## src/rtl/core/sacii_pkg.sv

```systemverilog
// shared types and constants of the stuck adc code interpolator
package sacii_pkg;

   localparam int CSR_IDX_W   = 1;
   localparam int CSR_DATA_W  = 12;
   localparam int SAMPLE_BITS = 12;

   localparam logic [CSR_IDX_W-1:0] CSR_RUN_LIMIT = 1'b0;
   localparam logic [CSR_IDX_W-1:0] CSR_PEDESTAL  = 1'b1;

   localparam logic [4:0]  RUN_LIMIT_RESET = 5'd16;
   localparam logic [11:0] PEDESTAL_RESET  = 12'd2048;
   localparam logic [5:0]  STUCK_MASK      = 6'h3F;

   typedef struct packed {
      logic [SAMPLE_BITS-1:0] adc_sample;
      logic                   last_of_waveform;
   } req_word_type;

   typedef struct packed {
      logic [SAMPLE_BITS-1:0] corrected_sample;
      logic                   was_replaced;
      logic                   end_of_waveform;
   } rsp_word_type;

   function automatic logic is_stuck(input logic [5:0] low);
      return (low == 6'h00) || (low == STUCK_MASK);
   endfunction

endpackage

```

## src/rtl/core/sacii_front.sv

```systemverilog
// input queue that takes sample words and classifies them as stuck
module sacii_front #(
   parameter int SW = 12
) (
   input  logic                   clock,
   input  logic                   reset,
   input  logic                   push,
   input  sacii_pkg::req_word_type in_word,
   output logic                   full,
   output logic                   out_valid,
   input  logic                   out_pop,
   output logic [SW-1:0]          out_sample,
   output logic                   out_last,
   output logic                   out_stuck
);
   import sacii_pkg::*;

   localparam int EW = SW + 2;

   logic [EW-1:0] q_ff [2];
   logic          wp_ff, wp_in;
   logic          rp_ff, rp_in;
   logic [1:0]    cnt_ff, cnt_in;
   logic [SW-1:0] sample_in;
   logic          do_push, do_pop;

   assign sample_in = SW'(in_word.adc_sample);
   assign full      = (cnt_ff == 2'd2);
   assign out_valid = (cnt_ff != 2'd0);
   assign do_push   = push && !full;
   assign do_pop    = out_pop && out_valid;
   assign {out_sample, out_last, out_stuck} = q_ff[rp_ff];

   always_comb begin
      wp_in  = do_push ? !wp_ff : wp_ff;
      rp_in  = do_pop ? !rp_ff : rp_ff;
      cnt_in = cnt_ff + 2'(do_push) - 2'(do_pop);
   end

   always_ff @(posedge clock) begin
      if (reset) begin
         wp_ff  <= 1'b0;
         rp_ff  <= 1'b0;
         cnt_ff <= 2'd0;
      end else begin
         wp_ff  <= wp_in;
         rp_ff  <= rp_in;
         cnt_ff <= cnt_in;
      end
   end

   always_ff @(posedge clock) begin
      if (do_push) begin
         q_ff[wp_ff] <= {sample_in, in_word.last_of_waveform, is_stuck(sample_in[5:0])};
      end
   end

endmodule

```

## src/rtl/core/sacii_div.sv

```systemverilog
// restoring divider, one quotient bit per cycle
module sacii_div #(
   parameter int NUM_W = 18,
   parameter int DEN_W = 5
) (
   input  logic             clock,
   input  logic             reset,
   input  logic             start,
   input  logic [NUM_W-1:0] num,
   input  logic [DEN_W-1:0] den,
   output logic             done,
   output logic [NUM_W-1:0] quot
);
   localparam int CW = $clog2(NUM_W + 1);

   logic             busy_ff, busy_in;
   logic             done_ff, done_in;
   logic [CW-1:0]    cnt_ff, cnt_in;
   logic [DEN_W-1:0] rem_ff, rem_in;
   logic [NUM_W-1:0] quo_ff, quo_in;
   logic [DEN_W-1:0] den_ff, den_in;
   logic [DEN_W:0]   trial;
   logic             qbit;

   assign done = done_ff;
   assign quot = quo_ff;

   always_comb begin
      trial   = {rem_ff, quo_ff[NUM_W-1]};
      qbit    = (trial >= {1'b0, den_ff});
      busy_in = busy_ff;
      done_in = 1'b0;
      cnt_in  = cnt_ff;
      rem_in  = rem_ff;
      quo_in  = quo_ff;
      den_in  = den_ff;
      if (start) begin
         busy_in = 1'b1;
         cnt_in  = CW'(NUM_W);
         rem_in  = '0;
         quo_in  = num;
         den_in  = den;
      end else if (busy_ff) begin
         rem_in = qbit ? DEN_W'(trial - {1'b0, den_ff}) : DEN_W'(trial);
         quo_in = {quo_ff[NUM_W-2:0], qbit};
         cnt_in = cnt_ff - CW'(1);
         if (cnt_ff == CW'(1)) begin
            busy_in = 1'b0;
            done_in = 1'b1;
         end
      end
   end

   always_ff @(posedge clock) begin
      if (reset) begin
         busy_ff <= 1'b0;
         done_ff <= 1'b0;
         cnt_ff  <= '0;
      end else begin
         busy_ff <= busy_in;
         done_ff <= done_in;
         cnt_ff  <= cnt_in;
      end
   end

   always_ff @(posedge clock) begin
      rem_ff <= rem_in;
      quo_ff <= quo_in;
      den_ff <= den_in;
   end

endmodule

```

## src/rtl/core/sacii_back.sv

```systemverilog
// look-ahead window, stuck run search, interpolation and result queue
module sacii_back #(
   parameter int MAX_RUN = 16,
   parameter int SW      = 12
) (
   input  logic                   clock,
   input  logic                   reset,
   input  logic [4:0]             limit,
   input  logic [11:0]            pedestal,
   input  logic                   in_valid,
   output logic                   in_pop,
   input  logic [SW-1:0]          in_sample,
   input  logic                   in_last,
   input  logic                   in_stuck,
   output logic                   rsp_empty,
   input  logic                   rsp_pop,
   output sacii_pkg::rsp_word_type rsp_word
);
   import sacii_pkg::*;

   localparam int DEPTH = MAX_RUN + 1;
   localparam int PW    = $clog2(DEPTH);
   localparam int FW    = $clog2(DEPTH + 1);
   localparam int DEN_W = FW;
   localparam int NUM_W = SW + PW + 1;

   typedef enum logic [2:0] {
      S_IDLE, S_EVAL, S_HEAD, S_SRCH, S_SCHK, S_MUL, S_DSTART, S_DIV
   } state_type;

   state_type        state_ff, state_in;
   logic [PW-1:0]    head_ff, head_in;
   logic [FW-1:0]    fill_ff, fill_in;
   logic             last_ff, last_in;
   logic             start_ff, start_in;
   logic [SW-1:0]    prev_ff, prev_in;
   logic [PW-1:0]    off_ff, off_in;
   logic [SW-1:0]    endp_ff, endp_in;
   logic [SW-1:0]    val_ff, val_in;
   logic [NUM_W-1:0] num_ff, num_in;
   logic             emit_ff, emit_in;

   logic [SW-1:0]    win_mem_ff [DEPTH];
   logic [SW-1:0]    rd_ff;
   logic             arr_ff [DEPTH];
   logic             mem_we;
   logic [PW-1:0]    mem_wa, mem_ra, tail;
   logic [SW-1:0]    mem_wd;

   logic [PW-1:0]    lim;
   logic [SW-1:0]    ped;
   logic             div_start, div_done;
   logic [NUM_W-1:0] div_quot;
   logic [FW-1:0]    off_next;

   rsp_word_type     oq_ff [2];
   logic             oq_wp_ff, oq_rp_ff;
   logic [1:0]       oq_cnt_ff;
   logic             oq_full, oq_push, oq_pop;
   rsp_word_type     oq_word;

   function automatic logic [PW-1:0] ring_add(input logic [PW-1:0] a, input logic [PW-1:0] b);
      logic [PW:0] s;
      s = {1'b0, a} + {1'b0, b};
      if (s >= (PW+1)'(DEPTH)) s = s - (PW+1)'(DEPTH);
      return s[PW-1:0];
   endfunction

   assign lim      = (32'(limit) > MAX_RUN) ? PW'(MAX_RUN) : PW'(limit);
   assign ped      = SW'(pedestal);
   assign tail     = ring_add(head_ff, PW'(fill_ff));
   assign off_next = FW'(off_ff) + FW'(1);

   sacii_div #(.NUM_W(NUM_W), .DEN_W(DEN_W)) u_div (
      .clock (clock),
      .reset (reset),
      .start (div_start),
      .num   (num_ff),
      .den   (DEN_W'(off_ff) + DEN_W'(1)),
      .done  (div_done),
      .quot  (div_quot)
   );

   always_comb begin
      state_in  = state_ff;
      head_in   = head_ff;
      fill_in   = fill_ff;
      last_in   = last_ff;
      start_in  = start_ff;
      prev_in   = prev_ff;
      off_in    = off_ff;
      endp_in   = endp_ff;
      val_in    = val_ff;
      num_in    = num_ff;
      emit_in   = 1'b0;
      in_pop    = 1'b0;
      mem_we    = 1'b0;
      mem_wa    = tail;
      mem_wd    = in_sample;
      mem_ra    = head_ff;
      div_start = 1'b0;
      oq_push   = 1'b0;
      case (state_ff)
         S_IDLE: begin
            if (in_valid) begin
               in_pop   = 1'b1;
               mem_we   = 1'b1;
               fill_in  = fill_ff + FW'(1);
               last_in  = in_last;
               state_in = S_EVAL;
            end
         end
         S_EVAL: begin
            if (emit_ff && oq_full) begin
               state_in = S_EVAL;
               emit_in  = 1'b1;
            end else begin
               if (emit_ff) begin
                  // hand the finished word over and retire the head
                  oq_push  = 1'b1;
                  prev_in  = val_ff;
                  start_in = 1'b0;
                  head_in  = ring_add(head_ff, PW'(1));
                  fill_in  = fill_ff - FW'(1);
               end
               if (fill_in == '0) begin
                  if (last_ff) begin
                     start_in = 1'b1;
                     prev_in  = '0;
                     last_in  = 1'b0;
                     head_in  = '0;
                  end
                  state_in = S_IDLE;
               end else begin
                  mem_ra   = head_in;
                  state_in = S_HEAD;
               end
            end
         end
         S_HEAD: begin
            if (start_ff) begin
               val_in   = is_stuck(rd_ff[5:0]) ? ped : rd_ff;
               emit_in  = 1'b1;
               state_in = S_EVAL;
            end else if (!is_stuck(rd_ff[5:0])) begin
               val_in   = rd_ff;
               emit_in  = 1'b1;
               state_in = S_EVAL;
            end else begin
               off_in   = '0;
               state_in = S_SRCH;
            end
         end
         S_SRCH: begin
            if ((off_ff >= lim) || ((off_next >= fill_ff) && last_ff)) begin
               // search gave up: the boundary sample turns into the pedestal
               mem_we   = 1'b1;
               mem_wa   = ring_add(head_ff, off_ff);
               mem_wd   = ped;
               endp_in  = ped;
               state_in = S_MUL;
            end else if (off_next >= fill_ff) begin
               state_in = S_IDLE;
            end else begin
               off_in   = off_ff + PW'(1);
               mem_ra   = ring_add(head_ff, off_ff + PW'(1));
               state_in = S_SCHK;
            end
         end
         S_SCHK: begin
            if (!is_stuck(rd_ff[5:0])) begin
               endp_in  = rd_ff;
               state_in = S_MUL;
            end else begin
               state_in = S_SRCH;
            end
         end
         S_MUL: begin
            // floor((p*d + e - p) / d) with d = off + 1
            num_in   = NUM_W'(prev_ff) * NUM_W'(off_ff) + NUM_W'(endp_ff);
            state_in = S_DSTART;
         end
         S_DSTART: begin
            div_start = 1'b1;
            state_in  = S_DIV;
         end
         S_DIV: begin
            if (div_done) begin
               val_in   = SW'(div_quot);
               emit_in  = 1'b1;
               state_in = S_EVAL;
            end
         end
         default: begin
            state_in = S_IDLE;
         end
      endcase
   end

   always_ff @(posedge clock) begin
      if (reset) begin
         state_ff <= S_IDLE;
         head_ff  <= '0;
         fill_ff  <= '0;
         last_ff  <= 1'b0;
         start_ff <= 1'b1;
         prev_ff  <= '0;
         emit_ff  <= 1'b0;
      end else begin
         state_ff <= state_in;
         head_ff  <= head_in;
         fill_ff  <= fill_in;
         last_ff  <= last_in;
         start_ff <= start_in;
         prev_ff  <= prev_in;
         emit_ff  <= emit_in;
      end
      off_ff  <= off_in;
      endp_ff <= endp_in;
      val_ff  <= val_in;
      num_ff  <= num_in;
   end

   always_ff @(posedge clock) begin
      if (mem_we) begin
         win_mem_ff[mem_wa] <= mem_wd;
      end
      rd_ff <= win_mem_ff[mem_ra];
   end

   always_ff @(posedge clock) begin
      if (in_pop) begin
         arr_ff[tail] <= in_stuck;
      end
   end

   // result queue
   assign oq_full   = (oq_cnt_ff == 2'd2);
   assign rsp_empty = (oq_cnt_ff == 2'd0);
   assign oq_pop    = rsp_pop && !rsp_empty;
   assign rsp_word  = oq_ff[oq_rp_ff];

   always_comb begin
      oq_word.corrected_sample = SAMPLE_BITS'(val_ff);
      oq_word.was_replaced     = arr_ff[head_ff];
      oq_word.end_of_waveform  = last_ff && (fill_ff == FW'(1));
   end

   always_ff @(posedge clock) begin
      if (reset) begin
         oq_wp_ff  <= 1'b0;
         oq_rp_ff  <= 1'b0;
         oq_cnt_ff <= 2'd0;
      end else begin
         if (oq_push) oq_wp_ff <= !oq_wp_ff;
         if (oq_pop) oq_rp_ff <= !oq_rp_ff;
         oq_cnt_ff <= oq_cnt_ff + 2'(oq_push) - 2'(oq_pop);
      end
   end

   always_ff @(posedge clock) begin
      if (oq_push) begin
         oq_ff[oq_wp_ff] <= oq_word;
      end
   end

   a_fill_bound: assert property (@(posedge clock) disable iff (reset)
      state_ff == S_IDLE |-> fill_ff <= FW'(MAX_RUN))
      else $error("window holds more than the run limit between words");

   a_div_to_emit: assert property (@(posedge clock) disable iff (reset)
      (state_ff == S_DIV && div_done) |=> (state_ff == S_EVAL && emit_ff))
      else $error("divider result not handed to the result stage");

   a_wave_restart: assert property (@(posedge clock) disable iff (reset)
      (state_ff == S_EVAL && !emit_ff && fill_ff == '0 && last_ff)
      |=> (start_ff && prev_ff == '0 && state_ff == S_IDLE))
      else $error("waveform end did not restart the interpolator");

endmodule

```

## src/rtl/core/stuck_adc_code_interpolator_unit.sv

```systemverilog
// top level of the stuck adc code interpolator
//
//  channel | direction | handshake           | word
//  req_    | in        | req_push / req_full  | req_word_type (sample, last flag)
//  rsp_    | out       | rsp_pop / rsp_empty  | rsp_word_type (sample, replaced, end)
//  csr_    | in        | csr_valid / csr_ready| csr_index, csr_wdata
//
// a good sample passes the back end through its idle, eval and head states; a stuck
// one adds a search and a check state per look-ahead entry read from the window memory,
// then the multiply and divider start states and the bit-serial divider for one result.
// reset is synchronous; the window memory needs no clearing pass.
// a full result queue stalls the back end only; the 2-word input queue accepts until full.
module stuck_adc_code_interpolator_unit #(
   parameter int MAX_RUN = 16
) (
   input  logic                                     clock,
   input  logic                                     reset,
   input  logic                                     req_push,
   output logic                                     req_full,
   input  sacii_pkg::req_word_type                  req_word,
   output logic                                     rsp_empty,
   input  logic                                     rsp_pop,
   output sacii_pkg::rsp_word_type                  rsp_word,
   input  logic                                     csr_valid,
   output logic                                     csr_ready,
   input  logic [sacii_pkg::CSR_IDX_W-1:0]          csr_index,
   input  logic [sacii_pkg::CSR_DATA_W-1:0]         csr_wdata
);
   import sacii_pkg::*;

   logic [4:0]             limit_ff;
   logic [11:0]            ped_ff;
   logic                   f_valid, f_pop, f_last, f_stuck;
   logic [SAMPLE_BITS-1:0] f_sample;

   assign csr_ready = 1'b1;

   always_ff @(posedge clock) begin
      if (reset) begin
         limit_ff <= RUN_LIMIT_RESET;
         ped_ff   <= PEDESTAL_RESET;
      end else if (csr_valid) begin
         case (csr_index)
            CSR_RUN_LIMIT: limit_ff <= csr_wdata[4:0];
            CSR_PEDESTAL:  ped_ff   <= csr_wdata;
            default: begin
            end
         endcase
      end
   end

   sacii_front #(.SW(SAMPLE_BITS)) u_front (
      .clock      (clock),
      .reset      (reset),
      .push       (req_push),
      .in_word    (req_word),
      .full       (req_full),
      .out_valid  (f_valid),
      .out_pop    (f_pop),
      .out_sample (f_sample),
      .out_last   (f_last),
      .out_stuck  (f_stuck)
   );

   sacii_back #(.MAX_RUN(MAX_RUN), .SW(SAMPLE_BITS)) u_back (
      .clock     (clock),
      .reset     (reset),
      .limit     (limit_ff),
      .pedestal  (ped_ff),
      .in_valid  (f_valid),
      .in_pop    (f_pop),
      .in_sample (f_sample),
      .in_last   (f_last),
      .in_stuck  (f_stuck),
      .rsp_empty (rsp_empty),
      .rsp_pop   (rsp_pop),
      .rsp_word  (rsp_word)
   );

endmodule
```

## config.mk

```make
export PLATFORM = sky130hd
export DESIGN_NAME = stuck_adc_code_interpolator_unit
export DESIGN_NICKNAME = d
export VERILOG_FILES = /design/src/rtl/core/sacii_pkg.sv /design/src/rtl/core/sacii_front.sv /design/src/rtl/core/sacii_div.sv /design/src/rtl/core/sacii_back.sv /design/src/rtl/core/stuck_adc_code_interpolator_unit.sv
export SDC_FILE = /design/constraint.sdc
export NUM_CORES = 1
export LEC_CHECK = 0
export ABC_AREA = 1
export CORE_ASPECT_RATIO = 0.75
export CORE_MARGIN = 2
export CORE_UTILIZATION = 69
export DETAILED_ROUTE_END_ITERATION = 16
export DONT_BUFFER_PORTS = 1
export PLACE_DENSITY = 0.89
export SYNTH_ARGS = -nofsm -noshare
export SYNTH_HDL_FRONTEND = slang
export SYNTH_HIERARCHICAL = 1
export SYNTH_SLANG_ARGS = --single-unit
export TNS_END_PERCENT = 20
```

## constraint.sdc

```tcl
create_clock -name clock -period 8.3 [get_ports clock]
set_input_delay 1.66 -clock clock [delete_from_list [all_inputs] [get_ports clock]]
set_output_delay 1.66 -clock clock [all_outputs]
set_load 0.005 [all_outputs]
```

### Yosys cells after proc, flatten, opt, wreduce, memory -nomap -nowiden

Memories as Yosys holds them, arrays and structs flattened. A register that Yosys moved wholly into a read port is not among the register bits.
Index checks and enable logic that the tools add are counted.

| word-level totals | value |
|---|---|
| memories | 4 |
| input bits | 31 |
| RAM bits | 277 |
| bits in registers | 135 |
| word-level logic and storage cells | 212 |
| output and inout port bits | 17 |

| operators by class | value |
|---|---|
| mux-type cells | 91 |
| $mul | 1 |
| reduce and logical (&&, ||, !) cells | 37 |
| add/sub/neg operators | 18 |
| bitwise logic cells | 3 |
| eq/ne operators | 24 |
| $lt $le $gt $ge | 8 |

Memories:

| memory | depth | width | read ports | clocked after memory_dff | wr ports | RTL line | source |
|---|---|---|---|---|---|---|---|
| u_back.win_mem_ff | 17 | 12 | 1 | 1 | 1 | sacii_back.sv:43 | `logic [SW-1:0] win_mem_ff [DEPTH];` |
| u_back.oq_ff | 2 | 14 | 1 | 1 | 1 | sacii_back.sv:56 | `rsp_word_type oq_ff [2];` |
| u_front.q_ff | 2 | 14 | 1 | 1 | 1 | sacii_front.sv:20 | `logic [EW-1:0] q_ff [2];` |
| u_back.arr_ff | 17 | 1 | 1 | 1 | 1 | sacii_back.sv:45 | `logic arr_ff [DEPTH];` |

Operators by type and width:

| cell | count |
|---|---|
| $mux 5 | 28 |
| $mux 12 | 10 |
| $pmux 12 s2 | 2 |
| $mux 18 | 2 |
| $mux 1 | 33 |
| $pmux 5 s2 | 3 |
| $ge 6x5->1 const B | 4 |
| $pmux 3 s8 | 1 |
| $mux 3 | 7 |
| $sub 5x5->5 const B | 4 |
| $add 17x12->18 | 1 |
| $add 5x5->6 | 3 |
| $mul 12x5->17 | 1 |
| $ne 2x2->1 const B | 7 |
| $eq 3x3->1 const B | 4 |
| $eq 6x6->1 const B | 2 |
| $logic_not 6->1 | 2 |
| $reduce_bool 2->1 | 6 |
| $add 5x1->5 const B | 2 |
| $eq 5x1->1 const B | 2 |
| $ge 5x5->1 | 2 |
| $sub 5x1->5 const B | 2 |
| $reduce_and 3->1 | 3 |
| $reduce_and 2->1 | 4 |
| 25 further kinds | 47 |

### Longest topological paths before layout

Gate-level depths: netlist of the first run.

| logic depth | value |
|---|---|
| depth in word-level cells | 8 |
| gate-level depth with buffers | 28 |
| mapped depth without buffers | 27 |

### Modules after synthesis

Netlist of the first run, hierarchy kept.

By module, submodules not included:

| module | seq. area each (sq um) | cells each | area an instance (sq um) | times used |
|---|---|---|---|---|
| sacii_back | 9,889.5 | 1,952 | 18,333.8 | 1 |
| sacii_div | 930.9 | 191 | 1,724.2 | 1 |
| sacii_front | 940.9 | 89 | 1,292.5 | 1 |
| stuck_adc_code_interpolator_unit | 340.3 | 87 | 649.4 | 1 |

### Worst setup path after synthesis of the first run

Ideal clock, no wire load.

| timing path | value |
|---|---|
| path kind | register to register |
| from | reg u_back.off_ff[4] |
| to | reg u_back.num_ff[15] (data pin) |
| buffers on the path | 1 |
| library setup time | 0.262 ns |
| stages on the path, launching flop included | 22 |
| arrival | 4.064 ns |
| slack | 3.974 ns |
| period minus slack after synthesis | 4.326 ns |
| data required time | 8.038 ns |
| cell sequence | edfxtp_1 > clkbuf_1 > nand2_1 > fa_1 > fa_1 > fa_1 > inv_1 > ha_1 > nand2_1 > o21ai_0 > nand3_1 > nand2_1 > nand2_1 > nand2_1 > a21oi_1 > inv_1 > a21oi_1 > o21ai_0 > nand2_1 > nand2_1 > a21oi_1 > xor2_1 |

| between the ends | value |
|---|---|
| cells in the longest elaborated chain, start to end | 2 |

Ends and longest elaborated chain:

| what | RTL line | source |
|---|---|---|
| start: declaration | sacii_back.sv:37 | `logic [PW-1:0] off_ff, off_in;` |
| start signal: assignment | sacii_back.sv:218 | `off_ff <= off_in;` |
| $mul 12x5->17 | sacii_back.sv:180 | `num_in = NUM_W'(prev_ff) * NUM_W'(off_ff) + NUM_W'(endp_ff);` |
| $add 17x12->18 | sacii_back.sv:180 |  |
| end signal: assignment | sacii_back.sv:221 | `num_ff <= num_in;` |
| end: declaration | sacii_back.sv:40 | `logic [NUM_W-1:0] num_ff, num_in;` |

No other way between the ends.
A chain may end at the register's enable or synchronous reset.

### Worst setup path after layout of the first run

| timing path | value |
|---|---|
| from | reg u_back.off_ff[1] |
| to | reg u_back.rd_ff[4], read port of u_back.win_mem_ff |

| between the ends | value |
|---|---|
| cells in the longest elaborated chain, start to end | 7 |
| elaborated cells between the ends (all ways) | 12 |
| those cells by class | add/sub (3); order compare (3); mux (4); reduce/logical (2) |

Ends and longest elaborated chain:

| what | RTL line | source |
|---|---|---|
| $add 5x1->5 (*) | sacii_back.sv:72 | `assign off_next = FW'(off_ff) + FW'(1);` |
| net u_back.off_next[4] | sacii_back.sv:54 | `logic [FW-1:0] off_next;` |
| $add 5x5->6 | sacii_back.sv:64 | `s = {1'b0, a} + {1'b0, b};` |
| $sub 5x5->5 / $ge 6x5->1 (equally long branches) | sacii_back.sv:65 | `if (s >= (PW+1)'(DEPTH)) s = s - (PW+1)'(DEPTH);` |
| $mux 5 | sacii_back.sv:65 |  |
| $mux 5 | sacii_back.sv:162 | `end else if (off_next >= fill_ff) begin` |
| $mux 5 (*) | sacii_back.sv:155 | `if ((off_ff >= lim) \|\| ((off_next >= fill_ff) && last_ff)) begin` |
| $pmux 5 s2 (*) | sacii_back.sv:103 | `case (state_ff)` |
| end: declaration | sacii_back.sv:44 | `logic [SW-1:0] rd_ff;` |

The timed path passes the listed nets; every way through them passes the cells marked *.

==> impl_metrics.py, run 1 <==
metrics = {
    "synthesis": {
        "synth_seq_cells": 431,
        "synth_edf_count": 347,
        "synthTopCellsByArea": "edfxtp_1 47%, nand2_1 13%, dfxtp_1 7.6%",
        "yosysMostFrequentCell": "nand2_1",
        "synth_area_um2": 22000,
        "ys_warn_count": 6,
        "netlist_top_cells_count": "736 x nand2_1, 347 x edfxtp_1, 230 x nand3_1",
        "yosysSeqAreaShare": 0.550,
        "synthArstFlopShare": 0,
        "synthesis.nets": 2473,
        "synth_top_area_cell": "edfxtp_1",
        "post_synth.cell_area_avg_um2": 9.49,
        "synth_top_area_share": 0.474,
        "netlist_instances": 2319,
        "synth_cell_type_count": 56,
        "synth-main-ff-cell": "edfxtp_1",
    },
    "cts": {
        "tritoncts": "done",
        "clockRootBuffer": "clkbuf_16",
        "cts.sinks": 431,
        "h-tree-depth": 2,
        "cts.repair.resized": 0,
        "clk_pin_slew_ns": 0.06,
        "holdBufCountCts": 0,
        "clk_path_buf_depth": 3,
        "worstSkewPairLatency_ns": 0.56,
        "cts_setup_buffers": 0,
        "cts_made_buffers": 41,
    },
    "grt": {
        "grt_use_total": 0.338,
        "grt_pass1_wl_um": 86300,
        "grt_max_degree": 98,
        "grt_antenna_before_repair": 1,
        "grt-ovfl-total": 0,
        "grt_pass1_vias": 16100,
    },
    "sta": {
        "setup_tns_ns": 0,
        "timing.fmax_ghz": 0.165,
        "finalHoldViolCount": 0,
        "min_period_over_period": 0.732,
        "setup_violations": 0,
        "fin_skew_ns": 0.0190,
        "slew_headroom": 0.165,
        "rsz0062_at_grt": "no",
        "slew_viol_final": 0,
        "min_period_ns": 6.07,
        "tightest_slew_ns": 1.25,
    },
    "critical_path": {
        "critical_path_arrival_ns": 6.53,
        "crit_top_cell": "nand2_1",
        "slowest_delay_ns": 0.82,
        "slowest_stage": "inv_1",
        "critPathRequiredTime_ns": 8.75,
        "crit_type": "flip-flop to flip-flop",
        "cp_max_fo": 97,
        "worst-r2r-cell-count": 26,
        "worstSetupStartpointType": "flip-flop",
        "end_kind": "flip-flop",
    },
    "hold_path": {
        "hp-class": "flip-flop to flip-flop",
        "hold_depth": 2,
    },
    "cells_and_area": {
        "nets": 2453,
        "fin_area_um2": 23600,
        "area_growth_pct": 7.11,
        "drive_gt1_frac": 0.0635,
        "num_antenna_cells": 0,
    },
    "floorplanning": {
        "rows": 56,
        "core_area_um2": 31300,
        "die_w_um": 210,
        "start_util": 0.702,
        "die_h_um": 159,
        "dieArea_um2": 33300,
        "io_pins": 48,
    },
    "routing": {
        "drtIter0Drc": 2794,
        "via_per_inst": 6.25,
        "via_count": 17100,
        "firstDrtPassIters": 7,
        "wirelength_um": 56100,
        "wire_per_inst_um": 20.5,
        "drc_errors": 0,
        "antenna_left": 0,
    },
    "flow_run": {
        "max_cap_viol_count": 0,
    },
    "placed_design": {
        "gp_congestion": 0.989,
        "post-dp-hpwl_um": 38200,
        "io_buffers": 0,
        "postPlaceCellArea_um2": 22200,
    },
    "power": {
        "fin_total_pwr_uw": 6730,
        "cellLeakagePower_uw": 0.0101,
        "powerDensity_nw_per_um2": 285,
        "ir_drop_uv": 207,
    },
    "status": {
        "status": "completed",
    },
}
==> final cells by class <==
type | instances | area, µm²
Multi-Input combinational cell | 1568 | 8580
Sequential cell | 431 | 12100
Clock buffer | 59 | 1140
Inverter | 239 | 897
Clock inverter | 17 | 199
Timing Repair Buffer | 18 | 135
Fill cell | 1920 | 7760
Tap cell | 406 | 508
==> placed cells by master (no fill, tap or decap), types with 3 or more instances in the layout <==
cell type / Yosys / routed
inv_1: 224 / 224
nand2_1: 736 / 735
ha_1: 77 / 77
xnor2_1: 7 / 7
buf_4: 10 / 18
o21ai_0: 82 / 71
xor2_1: 29 / 29
clkbuf_1: 32 / 13
nand3_1: 230 / 230
inv_2: 11 / 11
clkinv_8: 0 / 3
o21ai_1: 12 / 19
nand2_2: 3 / 4
mux2_2: 28 / 28
nor3_1: 17 / 17
clkinv_2: 0 / 7
clkbuf_8: 0 / 5
fa_1: 46 / 46
nand3b_1: 4 / 4
bufinv_16: 0 / 3
o211ai_1: 4 / 4
nand4_1: 13 / 13
nor2_1: 150 / 149
edfxtp_1: 347 / 347
nand2_4: 4 / 4
a21oi_1: 81 / 81
clkbuf_16: 0 / 41
dfxtp_1: 84 / 84
a31oi_1: 4 / 4
clkinv_1: 4 / 6
nor2_4: 4 / 4
o21ai_2: 1 / 5
==> registers in the layout, summed over array words and instances, names as in the netlist, 17 cells and up, named ones only <==
register	cells
u_front/q_ff	28
u_back/arr_ff	17
u_back/oq_ff	28
u_back/num_ff	18
u_back/win_mem_ff	204
u_back/u_div/quot	18
==> layer usage <==
metal  wire length (µm)  GRT usage  vias to the layer above
met1              21500      0.480                     7995
li1                   -          -                     7642
met4               1850      0.119                        2
met5                 13          0                        -
met3               8700      0.103                      196
met2              24000      0.500                     1280
==> cells by family after synthesis <==
group	synth area share
and+or+nand+nor	0.222
adders and majority gates	0.0857
DFF	0.550
muxes	0.0152
xor gates and xnor gates	0.0143
buffers and inverters	0.0614
AOI/OAI and AO/OA	0.0508
other	0.000170
==> stage by stage <==
stage               utilization  worst slack (ns)  hold slack, ns  instances
floorplan                     -              3.97           0.419       2319
global placement          0.709              2.78           0.427       2662
CTS                       0.752              2.39           0.428       2738
detailed placement        0.709              2.41           0.425       2662
global route              0.752              1.58           0.470       2738
finish                    0.752              2.23           0.425       2738
==> path summary, 6_finish.rpt <==
path	slack [ns]	from	endpoint
worst max-delay path	2.23	u_back/off_ff[1]$_SDFFCE_PN0P_	u_back/rd_ff[4]$_DFF_P_
worst min-delay path	0.43	u_back/win_mem_ff[16][6]$_DFFE_PP_	u_back/rd_ff[6]$_DFF_P_
worst max register to register	2.23	u_back/off_ff[1]$_SDFFCE_PN0P_	u_back/rd_ff[4]$_DFF_P_
worst min register to register	0.43	u_back/win_mem_ff[16][6]$_DFFE_PP_	u_back/rd_ff[6]$_DFF_P_
==> worst max-delay path, delay by kind of cell (launching register included) <==
kind | cells | cell delay, ns
xor gates and xnor gates | 1 | 0.26
adders and majority gates | 2 | 0.62
and+or+nand+nor | 18 | 2.95
buffers and inverters | 5 | 1.36
DFF | 1 | 0.76
==> power by group <==
part	switching [µW]	leakage, µW	internal [µW]
clock network	813	0.000659	1060
registers	150	0.00383	2670
logic	1500	0.00559	523
total	2470	0.0101	4260
(Power assumes the default switching activity.)
==> run 2: changes to the inputs <==
CORE_UTILIZATION = 58   (was 69)
PLACE_DENSITY = 0.8   (was 0.89)
clock period = 5.39 ns   (was 8.3 ns; I/O delays follow)
==> impl_metrics.py, run 2 (synthesis results as in run 1) <==
metrics = {
    "routing": {
        "drc_errors": 0,
        "via_count": 16600,
        "wire_per_inst_um": 18.8,
        "via_per_inst": 5.78,
        "antenna_left": 0,
        "firstDrtPassIters": 7,
        "wirelength_um": 54000,
        "drtIter0Drc": 1944,
    },
    "cts": {
        "h-tree-depth": 2,
        "holdBufCountCts": 0,
        "clk_path_buf_depth": 3,
        "worstSkewPairLatency_ns": 0.55,
        "tritoncts": "done",
        "cts_made_buffers": 42,
        "cts_setup_buffers": 0,
        "clockRootBuffer": "clkbuf_16",
        "clk_pin_slew_ns": 0.06,
        "cts.sinks": 431,
        "cts.repair.resized": 0,
    },
    "placed_design": {
        "io_buffers": 0,
        "postPlaceCellArea_um2": 22600,
        "post-dp-hpwl_um": 37400,
        "gp_congestion": 0.925,
        "dp_slack_ns": 0.666,
        "place_inst": 2789,
    },
    "cells_and_area": {
        "final_common_cell": "nand2_1",
        "nets": 2483,
        "reg_top3": "u_back/win_mem_ff x204, u_back/oq_ff x28, u_front/q_ff x28",
        "final_cell_mix": "735 x nand2_1, 347 x edfxtp_1, 230 x nand3_1",
        "top_register": "u_back/win_mem_ff",
        "drive_gt1_frac": 0.0707,
        "utilization": 0.641,
        "fin_area_um2": 23900,
        "area_growth_pct": 8.53,
        "stdcell_count": 2867,
        "largest_register_ffs": 204,
    },
    "critical_path": {
        "slowest_stage": "o41ai_1",
        "critPathTopFamily": "simple AND/OR/NAND/NOR gates",
        "crit_top_cell": "nand2_1",
        "critPathRequiredTime_ns": 5.89,
        "end_kind": "flip-flop",
        "critical_path_arrival_ns": 5.40,
        "path_cells": "o41ai_1 -> nand2_1 -> ha_1 -> nand2_1 -> inv_1 -> o21ai_1 -> nand2_1 -> nor3_1 -> nand2_1 -> a21oi_1 -> nand2_1 -> nand2_4 -> nand2_4 -> inv_1 -> nand2_1 -> nand2_1 -> nand2_1 -> nand3_1 -> nand3_1 -> nand2_1 -> nand2_1 -> nand2_1",
        "crit_type": "flip-flop to flip-flop",
        "slowest_delay_ns": 0.65,
        "worstSetupStartpointType": "flip-flop",
        "cp_max_fo": 39,
        "cp.buffers_inverters": 2,
    },
    "sta": {
        "slew_headroom": 0.175,
        "setup_tns_ns": 0,
        "slew_viol_final": 0,
        "min_period_over_period": 0.909,
        "min_period_ns": 4.90,
        "rsz0062_at_grt": "no",
        "fin_ws_ns": 0.489,
        "finalHoldViolCount": 0,
        "setup_violations": 0,
        "fin_skew_ns": 0.0117,
        "timing.fmax_ghz": 0.204,
        "tightest_slew_ns": 1.23,
    },
    "power": {
        "clock_power_share": 0.277,
        "cellLeakagePower_uw": 0.0102,
        "ir_drop_uv": 317,
        "combPwrFrac": 0.302,
        "p_int_uw": 6570,
        "powerDensity_nw_per_um2": 431,
        "p_switching_uw": 3710,
        "p_seq_frac": 0.421,
        "switching_share": 0.361,
    },
    "grt": {
        "grt_antenna_before_repair": 3,
        "grt_pass1_wl_um": 84600,
        "grt_use_total": 0.272,
        "grt_pass1_vias": 15600,
        "grt-ovfl-total": 0,
        "grt_max_degree": 77,
    },
    "floorplanning": {
        "die_w_um": 229,
        "die_h_um": 173,
        "start_util": 0.591,
        "io_pins": 48,
        "core_area_um2": 37200,
        "rows": 61,
        "dieArea_um2": 39500,
    },
    "status": {
        "status": "completed",
    },
    "flow_run": {
        "max_cap_viol_count": 0,
    },
    "hold_path": {
        "hp-class": "flip-flop to flip-flop",
    },
}
[run 2: metrics by stage]
| stage | power, µW | hold WS, ns |
|---|---|---|
| 2_1_floorplan | 6420 | 0.419 |
| 3_3_place_gp | 7270 | 0.428 |
| 3_5_place_dp | 7370 | 0.427 |
| 4_1_cts | 10200 | 0.446 |
| 5_1_grt | 10800 | 0.463 |
| 6_report | 10300 | 0.446 |
[run 2: path summary, 6_finish.rpt]
path,slack (ns),end,cells past startpoint,startpoint
hold reg to reg,0.45,u_back/rd_ff[3]$_DFF_P_,2,u_back/win_mem_ff[16][3]$_DFFE_PP_
hold / removal,0.45,u_back/rd_ff[3]$_DFF_P_,2,u_back/win_mem_ff[16][3]$_DFFE_PP_
setup / recovery,0.49,u_back/rd_ff[7]$_DFF_P_,22,limit_ff[0]$_SDFFE_PP0P_
setup reg to reg,0.49,u_back/rd_ff[7]$_DFF_P_,22,limit_ff[0]$_SDFFE_PP0P_
[run 2: routing by layer]
layer  wire length [µm]  vias to the layer above  track usage
li1                   -                     7694            -
met2              22800                      913        0.394
met4               1310                        0       0.0768
met1              22800                     7834        0.406
met5                  0                        -            0
met3               7060                      123       0.0729
[run 2: cell type report]
type | instances | area [µm²]
fill | 2940 | 13400
inverter | 239 | 897
clock inverter | 19 | 140
clock buffer | 58 | 1170
tap | 504 | 631
sequential | 431 | 12100
timing repair buffer | 47 | 365
multi-input combinational | 1568 | 8560
antenna | 1 | 2.50
[run 2: worst min-delay path: stages (launching register included)]
cell and delay [ns]:
edfxtp_1 0.32, nand2_1 0.05, nand2_1 0.05
[run 2: power groups by stage]
stage	logic, µW	clock network (µW)	registers (µW)
2_1_floorplan	2130	0	4290
3_3_place_gp	2900	0	4370
3_5_place_dp	2980	0	4380
4_1_cts	3010	2890	4310
5_1_grt	3400	3010	4340
6_report	3110	2850	4320
